## src/sv/cofr_pkg.sv

```systemverilog
// Package for the circle outline and fill rasterizer: operation codes and defaults.
`default_nettype none
package cofr_pkg;

  localparam int unsigned COORD_BITS_DEF = 12;

  typedef enum logic [1:0] {
    OP_START_OUTLINE = 2'd0,
    OP_START_FILL    = 2'd1,
    OP_NEXT          = 2'd2
  } cofr_op_t;

endpackage
`default_nettype wire

```

## src/sv/cofr_core.sv

```systemverilog
// Rasterizer core: circle walk state and the result of one request.
`default_nettype none
module cofr_core
  import cofr_pkg::*;
#(
  parameter int unsigned COORD_BITS = COORD_BITS_DEF,
  localparam int unsigned POS_BITS  = COORD_BITS + 2,
  localparam int unsigned LEN_BITS  = COORD_BITS + 1,
  localparam int unsigned RES_BITS  = 2 * POS_BITS + LEN_BITS + 1
) (
  input  wire logic                  clk,
  input  wire logic                  rst_n,
  input  wire logic                  in_fire,
  input  wire logic [1:0]            in_op,
  input  wire logic [COORD_BITS-1:0] in_cx,
  input  wire logic [COORD_BITS-1:0] in_cy,
  input  wire logic [COORD_BITS-1:0] in_radius,
  output logic                       res_push,
  output logic [RES_BITS-1:0]        res_data   // {last, span_length, pos_y, pos_x}
);

  localparam int unsigned DEC_BITS = COORD_BITS + 6;

  logic signed [DEC_BITS-1:0] dec_r, dec_nxt;
  logic [COORD_BITS-1:0]      x_r, x_nxt, y_r, y_nxt, cx_r, cx_nxt, cy_r, cy_nxt;
  logic                       fill_r, fill_nxt, busy_r, busy_nxt;
  logic [2:0]                 idx_r, idx_nxt;

  logic                       zero_case, step_end, done;
  logic [2:0]                 idx_final;
  logic [COORD_BITS-1:0]      mag_x, mag_y, x_adv, y_adv;
  logic                       sub_x, sub_y;
  logic signed [DEC_BITS-1:0] dec_adv, dec_start;
  logic [DEC_BITS-1:0]        x4, y4;
  logic [POS_BITS-1:0]        pos_x, pos_y, cx_ext, cy_ext, mx_ext, my_ext;
  logic [LEN_BITS-1:0]        span_len;

  assign zero_case = (y_r == '0);
  assign x4 = {{(DEC_BITS-COORD_BITS-2){1'b0}}, x_r, 2'b00};
  assign y4 = {{(DEC_BITS-COORD_BITS-2){1'b0}}, y_r, 2'b00};
  assign dec_start = DEC_BITS'(3) - {{(DEC_BITS-COORD_BITS-1){1'b0}}, in_radius, 1'b0};

  // one Bresenham step
  always_comb begin
    if (dec_r[DEC_BITS-1]) begin
      dec_adv = dec_r + signed'(x4) + DEC_BITS'(6);
      y_adv   = y_r;
    end else begin
      dec_adv = dec_r + signed'(x4 - y4) + DEC_BITS'(10);
      y_adv   = y_r - COORD_BITS'(1);
    end
    x_adv = x_r + COORD_BITS'(1);
  end

  // index of the final result of this step
  always_comb begin
    if (!fill_r)          idx_final = 3'd7;
    else if (zero_case)   idx_final = 3'd0;
    else if (x_r != '0)   idx_final = 3'd3;
    else                  idx_final = 3'd1;
  end

  assign step_end = (idx_r == idx_final);
  assign done     = step_end && (zero_case || (x_adv > y_adv));

  // mirrored coordinate selection
  always_comb begin
    if (!fill_r) begin
      mag_x    = idx_r[1] ? y_r : x_r;
      mag_y    = idx_r[1] ? x_r : y_r;
      sub_x    = idx_r[2];
      sub_y    = idx_r[0];
      span_len = LEN_BITS'(1);
    end else begin
      mag_x    = idx_r[1] ? x_r : y_r;
      mag_y    = idx_r[1] ? y_r : x_r;
      sub_x    = 1'b1;
      sub_y    = idx_r[1] ^ idx_r[0];
      span_len = {mag_x, 1'b0};
    end
  end

  assign cx_ext = {2'b00, cx_r};
  assign cy_ext = {2'b00, cy_r};
  assign mx_ext = {2'b00, mag_x};
  assign my_ext = {2'b00, mag_y};
  assign pos_x  = sub_x ? (cx_ext - mx_ext) : (cx_ext + mx_ext);
  assign pos_y  = sub_y ? (cy_ext - my_ext) : (cy_ext + my_ext);

  assign res_data = {done, span_len, pos_y, pos_x};

  always_comb begin
    dec_nxt  = dec_r;
    x_nxt    = x_r;
    y_nxt    = y_r;
    cx_nxt   = cx_r;
    cy_nxt   = cy_r;
    fill_nxt = fill_r;
    busy_nxt = busy_r;
    idx_nxt  = idx_r;
    res_push = 1'b0;
    if (in_fire) begin
      case (cofr_op_t'(in_op))
        OP_START_OUTLINE, OP_START_FILL: begin
          dec_nxt  = dec_start;
          x_nxt    = '0;
          y_nxt    = in_radius;
          cx_nxt   = in_cx;
          cy_nxt   = in_cy;
          fill_nxt = (cofr_op_t'(in_op) == OP_START_FILL);
          busy_nxt = 1'b1;
          idx_nxt  = '0;
        end
        OP_NEXT: begin
          if (busy_r) begin
            res_push = 1'b1;
            if (step_end) begin
              idx_nxt = '0;
              if (!zero_case) begin
                dec_nxt = dec_adv;
                x_nxt   = x_adv;
                y_nxt   = y_adv;
              end
              if (done) busy_nxt = 1'b0;
            end else begin
              idx_nxt = idx_r + 3'd1;
            end
          end
        end
        default: ;
      endcase
    end
  end

  always_ff @(posedge clk) begin
    if (!rst_n) begin
      dec_r  <= '0;
      x_r    <= '0;
      y_r    <= '0;
      cx_r   <= '0;
      cy_r   <= '0;
      fill_r <= 1'b0;
      busy_r <= 1'b0;
      idx_r  <= '0;
    end else begin
      dec_r  <= dec_nxt;
      x_r    <= x_nxt;
      y_r    <= y_nxt;
      cx_r   <= cx_nxt;
      cy_r   <= cy_nxt;
      fill_r <= fill_nxt;
      busy_r <= busy_nxt;
      idx_r  <= idx_nxt;
    end
  end

endmodule
`default_nettype wire

```

## src/sv/cofr_skid.sv

```systemverilog
// Output register with one skid entry between the core and the result channel.
`default_nettype none
module cofr_skid
  import cofr_pkg::*;
#(
  parameter int unsigned WIDTH = COORD_BITS_DEF
) (
  input  wire logic             clk,
  input  wire logic             rst_n,
  output logic                  push_ready,
  input  wire logic             push,
  input  wire logic [WIDTH-1:0] push_data,
  output logic                  pop_valid,
  input  wire logic             pop_ready,
  output logic [WIDTH-1:0]      pop_data
);

  logic             out_valid_r, out_valid_nxt, skid_valid_r, skid_valid_nxt;
  logic [WIDTH-1:0] out_data_r, out_data_nxt, skid_data_r, skid_data_nxt;

  assign push_ready = !skid_valid_r;
  assign pop_valid  = out_valid_r;
  assign pop_data   = out_data_r;

  always_comb begin
    out_valid_nxt  = out_valid_r;
    out_data_nxt   = out_data_r;
    skid_valid_nxt = skid_valid_r;
    skid_data_nxt  = skid_data_r;
    if (!out_valid_r || pop_ready) begin
      // no push can coincide with a held skid entry
      out_valid_nxt  = skid_valid_r || push;
      out_data_nxt   = skid_valid_r ? skid_data_r : push_data;
      skid_valid_nxt = 1'b0;
    end else if (push) begin
      skid_valid_nxt = 1'b1;
      skid_data_nxt  = push_data;
    end
  end

  always_ff @(posedge clk) begin
    if (!rst_n) begin
      out_valid_r  <= 1'b0;
      skid_valid_r <= 1'b0;
    end else begin
      out_valid_r  <= out_valid_nxt;
      skid_valid_r <= skid_valid_nxt;
    end
    out_data_r  <= out_data_nxt;
    skid_data_r <= skid_data_nxt;
  end

endmodule
`default_nettype wire

```

## src/sv/circle_outline_fill_rasterizer.sv

```systemverilog
// Output: each next request taken while a circle is in progress yields one
// result, held in the output register or, while out_ stalls, the skid entry.
// Throughput: one input transfer per cycle while the skid entry is free.
// Reset: synchronous active-low rst_n returns to idle with no circle in progress
// and both output entries empty.
`default_nettype none
module circle_outline_fill_rasterizer
  import cofr_pkg::*;
#(
  parameter int unsigned COORD_BITS = COORD_BITS_DEF,
  localparam int unsigned POS_BITS  = COORD_BITS + 2,
  localparam int unsigned LEN_BITS  = COORD_BITS + 1,
  localparam int unsigned IN_RAW    = 2 + 3 * COORD_BITS,
  localparam int unsigned IN_BITS   = ((IN_RAW + 7) / 8) * 8,
  localparam int unsigned OUT_RAW   = 2 * POS_BITS + LEN_BITS,
  localparam int unsigned OUT_BITS  = ((OUT_RAW + 7) / 8) * 8
) (
  input  wire logic                clk,
  input  wire logic                rst_n,
  input  wire logic                in_tvalid,
  output logic                     in_tready,
  // operation, center_x, center_y, radius (lowest bits first), zero pad
  input  wire logic [IN_BITS-1:0]  in_tdata,
  output logic                     out_tvalid,
  input  wire logic                out_tready,
  // pos_x, pos_y, span_length (lowest bits first), zero pad
  output logic [OUT_BITS-1:0]      out_tdata,
  output logic                     out_tlast
);

  localparam int unsigned RES_BITS = OUT_RAW + 1;

  logic                  in_fire, res_push, push_ready;
  logic [RES_BITS-1:0]   res_data, pop_data;
  logic [IN_BITS-1:0]    in_unused;

  // a transfer is taken whenever the skid entry is free
  assign in_tready = push_ready;
  assign in_fire   = in_tvalid && in_tready;
  assign in_unused = in_tdata;

  // Core: per-request result and Bresenham step; the circle ends once x passes y or y is zero.
  cofr_core #(
    .COORD_BITS (COORD_BITS)
  ) u_core (
    .clk       (clk),
    .rst_n     (rst_n),
    .in_fire   (in_fire),
    .in_op     (in_unused[1:0]),
    .in_cx     (in_unused[2 +: COORD_BITS]),
    .in_cy     (in_unused[2 + COORD_BITS +: COORD_BITS]),
    .in_radius (in_unused[2 + 2 * COORD_BITS +: COORD_BITS]),
    .res_push  (res_push),
    .res_data  (res_data)
  );

  // Result register plus skid entry keeps input flowing through a one-result output stall.
  cofr_skid #(
    .WIDTH (RES_BITS)
  ) u_skid (
    .clk        (clk),
    .rst_n      (rst_n),
    .push_ready (push_ready),
    .push       (res_push),
    .push_data  (res_data),
    .pop_valid  (out_tvalid),
    .pop_ready  (out_tready),
    .pop_data   (pop_data)
  );

  assign out_tdata = {{(OUT_BITS-OUT_RAW){1'b0}}, pop_data[OUT_RAW-1:0]};
  assign out_tlast = pop_data[RES_BITS-1];

endmodule
`default_nettype wire
```

## config.mk

```make
export PLATFORM = sky130hd
export DESIGN_NAME = circle_outline_fill_rasterizer
export DESIGN_NICKNAME = d
export VERILOG_FILES = /design/src/sv/cofr_pkg.sv /design/src/sv/cofr_core.sv /design/src/sv/cofr_skid.sv /design/src/sv/circle_outline_fill_rasterizer.sv
export SDC_FILE = /design/constraint.sdc
export NUM_CORES = 1
export LEC_CHECK = 0
export BUFFER_PORTS_ARGS = -buffer_cell sky130_fd_sc_hd__buf_2
export CAP_MARGIN = 20
export CORE_MARGIN = 4
export CORE_UTILIZATION = 35
export DETAILED_ROUTE_END_ITERATION = 10
export REMOVE_ABC_BUFFERS = 1
export SETUP_SLACK_MARGIN = 0.1
export SYNTH_ARGS = -nofsm -noshare
export SYNTH_HDL_FRONTEND = slang
export SYNTH_SLANG_ARGS = --single-unit
```

## constraint.sdc

```tcl
create_clock -name clk -period 4.7 [get_ports clk]
set_input_delay 0.235 -clock clk [delete_from_list [all_inputs] [get_ports clk]]
set_output_delay 0.235 -clock clk [all_outputs]
set_load 0.02 [all_outputs]
```

## Word-level counts from Yosys, hierarchy flattened

Cells that the tools add are included.

- Register bits: 157
- Input bits: 44
- Word-level logic and storage cells: 90

- Add/sub/neg operators: 13
- $lt $le $gt $ge: 1
- Equality and inequality tests: 6
- Mux-type cells: 37
- Bitwise operators: 3
- Reductions and logical operators: 18

Operators with widths:

| cell | count |
|---|---|
| 12-bit two-way mux | 11 |
| 18-bit two-way mux | 4 |
| 12-bit one-hot mux with 2 select lines | 2 |
| 42-bit two-way mux | 1 |
| 18-bit one-hot mux with 2 select lines | 1 |
| 14-bit two-way mux | 2 |
| 12-bit by 12-bit adder with 13-bit output | 2 |
| 12-bit by 12-bit subtractor with 13-bit output | 2 |
| 18-bit by 15-bit adder with 18-bit output | 1 |
| 18-bit adder | 1 |
| 18-bit by 4-bit adder with 18-bit output, second input constant | 1 |
| 18-bit by 5-bit adder with 18-bit output, second input constant | 1 |
| 14-bit by 14-bit subtractor with 15-bit output | 1 |
| 2-bit by 13-bit subtractor with 14-bit output, first input constant | 1 |
| 13-bit two-way mux | 1 |
| 12-bit by 1-bit adder with 12-bit output, second input constant | 1 |
| 12-bit greater-than comparator | 1 |
| 12-bit logical NOT | 1 |
| 3-bit two-way mux | 4 |
| 12-bit nonzero test | 1 |
| 12-bit by 1-bit subtractor with 12-bit output, second input constant | 1 |
| 1-bit two-way mux | 8 |
| 3-bit one-hot mux with 2 select lines | 1 |
| 2-bit AND reduction | 3 |
| other kinds (18) | 25 |

## Depth between registers and ports, before layout

- Depth after elaboration: 10
- Gate-level depth with buffers: 20
- Gate-level depth less buffers: 20

## Hierarchy

Synthesis repeated with hierarchy kept, for this count alone.

- Cell total of the unflattened synthesis: 1,331
- Area total of the unflattened synthesis: 12,046.6 um2

By module, submodules not included:

| module | times used | cells each | area an instance (um2) |
|---|---|---|---|
| cofr_core | 1 | 1,182 | 8,670.8 |
| cofr_skid | 1 | 140 | 3,313.2 |
| circle_outline_fill_rasterizer | 1 | 9 | 62.6 |

## Least setup slack after synthesis

OpenSTA, ideal clock, no wires.

- Path type: flip-flop to flip-flop
- Start: register u_core.y_r[4]
- End: register u_core.dec_r[15]
- Data arrival time: 4,012 ps
- Data required time: 4,586 ps
- Slack: 574 ps
- Stages on the path, launching flop included: 18
- Path buffers: 1
- Clock period less this slack: 4,126 ps
- Cells stage by stage: dfxtp_1 > clkbuf_1 > inv_1 > ha_1 > or3_1 > o211a_1 > o21a_1 > o21a_1 > o41ai_1 > ha_1 > ha_1 > or3_1 > o21ai_0 > a21oi_1 > xor2_1 > o2111ai_2 > o31ai_1 > a21o_1

- Cells in the longest elaborated chain, start to end: 8

Ends and longest elaborated chain:

| element | line | RTL |
|---|---|---|
| start, declared | cofr_core.sv:25 | `logic [COORD_BITS-1:0] x_r, x_nxt, y_r, y_nxt, cx_r, cx_nxt, cy_r, cy_nxt;` |
| start signal, assigned | cofr_core.sv:148 | `y_r <= y_nxt;` |
| 14-bit by 14-bit subtractor with 15-bit output | cofr_core.sv:49 | `dec_adv = dec_r + signed'(x4 - y4) + DEC_BITS'(10);` |
| 18-bit adder | cofr_core.sv:49 |  |
| 18-bit by 5-bit adder with 18-bit output | cofr_core.sv:49 |  |
| 18-bit two-way mux | cofr_core.sv:45 | `if (dec_r[DEC_BITS-1]) begin` |
| 18-bit two-way mux | cofr_core.sv:119 | `if (!zero_case) begin` |
| 18-bit two-way mux | cofr_core.sv:117 | `if (step_end) begin` |
| 18-bit two-way mux | cofr_core.sv:115 | `if (busy_r) begin` |
| 18-bit one-hot mux with 2 select lines | cofr_core.sv:103 | `case (cofr_op_t'(in_op))` |
| end signal, assigned | cofr_core.sv:146 | `dec_r <= dec_nxt;` |
| end, declared | cofr_core.sv:24 | `logic signed [DEC_BITS-1:0] dec_r, dec_nxt;` |

Parallel ways exist; a longest one is shown, timed or not. The select of a mux whose other input is x is not followed.
A chain may end at the register's enable or synchronous reset.

## Worst setup path after layout

Same ends and word-level chain as after synthesis.

==> reports/summary.txt <==
Syn Inst Count: 1,360
First-pass GRT wire length: 50.6 mm
Hold WC Path Type: in -> reg
Die height: 193 um
Ys flop type: edfxtp_1
Post-detail-place hpwl: 24.3 mm
I/O pin total: 95
Startpoint types: flip-flop
Tightest Pin Transition: 0.978 ns
CP required: 5.09 ns
Core ar.: 0.0336 mm^2
CTS buffer count: 17
GP Congestion: 0.942
Worst skew pair latency: 0.44 ns
Sequential element share of the synthesized area: 33.2%
WL/cell: 17.0 um
FMAX: 233 MHz
Asr flop ratio synth: 0%
Initial Util: 35.5%
Crit Path Max Fanout: 9
Initial antenna violation count: 0
CP Data Arrival Time: 4.69 ns
CTS root buf: clkbuf_16
Post-Syn Area per Cell: 8.79 um^2
Final Cycle Share: 91.5%
Row cnt: 67
Antenna Nets Post-Route: 0
Synth warn: 0
Worst-case vdd ir drop: 249 uV
Post-synth EDFFs: 84
Layout cells sized above 1: 13.4%
Clock-pin slew on the worst setup and hold paths: 0.07 ns
Unrepaired setup endpoints after global routing: false
Leak: 0.00606 uW
Maxcap violations: 0
Dpl ws: 0.337 ns
Final setup fails: 0
Synthesized area: 0.0119 mm^2
Maximum clock insertion buffer count: 2
Hold path start: in_tdata[4]
Die ar.: 0.0372 mm^2
FF-to-FF End: u_core.dec_r[15]$_SDFFE_PN0P_
Max-slew violations: 0
Die Wd: 193 um
Crit end category: flip-flop
Vias in the first global route: 9,533
Final TNS setup: 0 ns
GRT overflow: 0
PD cells: 286 mW/mm^2
Postcts setup bufs: 0
Min-Delay Path Depth: 3
Post-synth top area share: 21.1%
TritonCTS clock tree: built
Clk_skew: 0.0134 ns
WS Path Type: reg -> reg
Final worst slack: 0.399 ns
Yosys reg bits: 156
Fill cells: 3,347
DR pass1 iterations: 5
H-tree levels: 4
Diode count: 0
Slew margin rel.: 34.8%
Synth area leader: edfxtp_1
Largest net degree at the start of global routing: 48
Final min period: 4.30 ns
PortBufs: 85
CTS Sinks: 156
Synth-to-Final Area Change: 13.2%
Reg2reg start: u_core.y_r[4]$_SDFFE_PN0P_
Tot GR Track Use: 17.2%
Hold endpoint: u_core.cx_r[2]$_SDFFE_PN0P_
Vias post-DR: 10.0k
Outcome: finished, final reports clean
Setup slack on the worst flop-to-flop path: 0.40 ns
NumNets Final: 1,616
WL final: 32.2 mm
Largest cells by area after synthesis: edfxtp_1, ha_1, dfxtp_1
Worst R2R Path Depth: 18
Initial DRC count: 601
Final hold viol count: 0
Routed vias/inst: 5.31
Detailed-route DRC error count: 0
Netlist cell types: 72
## report_power, final
part	leakage, uW	internal, uW	total [uW]	switching [uW]
combinational	0.00433	362	875	513
sequential	0.00144	1490	1530	38.1
clock	0.000289	845	1460	613
total	0.00606	2700	3860	1160
## worst max-delay path, stage by stage, from the launching register on
cell	delay, ns
dfxtp_1	0.51
inv_1	0.14
ha_1	0.27
or3_1	0.39
o211a_1	0.23
o21a_1	0.18
o21a_1	0.18
nor2_1	0.11
xnor2_1	0.14
ha_1	0.26
ha_1	0.35
and3_1	0.18
o211a_1	0.13
a221oi_2	0.27
a21oi_1	0.15
xor2_1	0.19
o2111ai_2	0.13
o31ai_1	0.28
a21o_1	0.14
## state kept, by name, summed over array words and instances, names as in the netlist
register             cells
u_skid.pop_data         42
u_skid.skid_data_r      42
u_core.dec_r            17
u_core.cx_r             12
u_core.cy_r             12
u_core.x_r              12
u_core.y_r              12
u_core.idx_r             3
u_core.busy_r            1
u_core.fill_r            1
u_skid.pop_valid         1
u_skid.skid_valid_r      1
## through the flow
stage | total power [uW] | util, % | area (um^2) | hold slack, ns | instances
finish | 3860 | 40.2 | 13500 | 0.0467 | 1892
global route | 4050 | 40.2 | 13500 | 0.0479 | 1892
CTS | 3880 | 40.2 | 13500 | 0.0332 | 1892
detailed placement | 2420 | 38.4 | 12900 | 0.482 | 1860
global placement | 2410 | 38.3 | 12900 | 0.470 | 1859
floorplan | 2180 | - | 11600 | 0.357 | 1293
## placed cells by master (no fill, tap or decap), types with 23 or more instances in the layout
cell type  synthesis  layout
dfxtp_1           72      71
inv_1             84      83
a21oi_1           85      85
o211ai_1          23      23
xor2_1            27      27
nor2_1            96      96
a21boi_0          40      40
o21ai_0           68      68
buf_4             10      33
nor3_1            30      30
nor2b_1           26      23
ha_1             134     134
nand2_1          168     168
edfxtp_1          84      84
buf_2              4      85
xnor2_1           54      54
## synth_stat cells, types with 4 or more instances
cell type  count
dfxtp_1       72
a21oi_1       85
nor3_1        30
a211oi_1      12
inv_1         84
nand4_1        7
and3_1         8
nand3_1       19
clkbuf_1      53
nor2b_1       26
o21ai_0       68
nor4_1         8
nor3b_1        4
edfxtp_1      84
a21boi_1       7
buf_4         10
o21bai_1       9
o211ai_1      23
a21boi_0      40
or3_1         14
buf_2          4
xor2_1        27
xnor2_1       54
a31oi_1        9
o31ai_1       19
o31a_1         4
o221ai_1       5
or4_1          4
a22oi_1        4
mux2i_1       19
nor2_1        96
ha_1         134
o21a_1        13
mux2_2        18
nand2_1      168
or2_2          7
o211a_1        9
a21o_1        21
and2_1         5
fa_1           7
nand2b_1      16
## what timing repair did
item,4_1_cts,5_1_grt
setup endpoints to repair,0,2
hold buffers,0,0
resized for setup,0,3
## how the worst max path moves through the flow
| stage | slack, ns | startpoint | cells after the start | end |
|---|---|---|---|---|
| floorplan | 0.35 | u_core.idx_r[1]$_SDFFE_PN0P_ | 11 | u_skid.pop_data[26]$_DFFE_PP_ |
| global placement | 0.37 | u_core.y_r[0]$_SDFFE_PN0P_ | 19 | u_core.dec_r[15]$_SDFFE_PN0P_ |
| detailed placement | 0.34 | u_core.y_r[0]$_SDFFE_PN0P_ | 19 | u_core.dec_r[15]$_SDFFE_PN0P_ |
| CTS | 0.32 | u_core.y_r[0]$_SDFFE_PN0P_ | 19 | u_core.dec_r[15]$_SDFFE_PN0P_ |
| global route | 0.10 | u_core.x_r[0]$_SDFFE_PN0P_ | 20 | u_core.dec_r[15]$_SDFFE_PN0P_ |
| finish | 0.40 | u_core.y_r[4]$_SDFFE_PN0P_ | 18 | u_core.dec_r[15]$_SDFFE_PN0P_ |
## cell families after synthesis
| group | after synthesis | synth area share (%) |
|---|---|---|
| adder cells (fa/ha/maj) | 141 | 15.2 |
| AND/OR/NAND/NOR | 423 | 16.4 |
| XOR/XNOR | 81 | 5.94 |
| other | 1 | 0.0314 |
| buffers and inverters | 158 | 5.51 |
| flip-flops | 156 | 33.2 |
| multiplexers | 37 | 3.29 |
| AO/OA/AOI/OAI | 363 | 20.4 |
## layer usage
metal  vias to the layer above  global-route usage [%]  wire length [um]
met2                       267                    28.8             15100
met4                         0                    5.65               794
met5                         -                       0                 0
met3                        47                    2.24              1480
met1                      4737                    23.0             14900
li1                       4989                       -                 -
## area by class of cell
cell class / instances / area, um^2 / area share (%)
Multi-Input combinational cell: 1052 / 7370 / 54.5
Sequential cell: 156 / 3970 / 29.3
Timing Repair Buffer: 119 / 701 / 5.18
Tap cell: 448 / 561 / 4.14
Clock buffer: 17 / 425 / 3.15
Inverter: 85 / 319 / 2.36
Clock inverter: 15 / 186 / 1.38
Power figures use the tool's default switching activity.
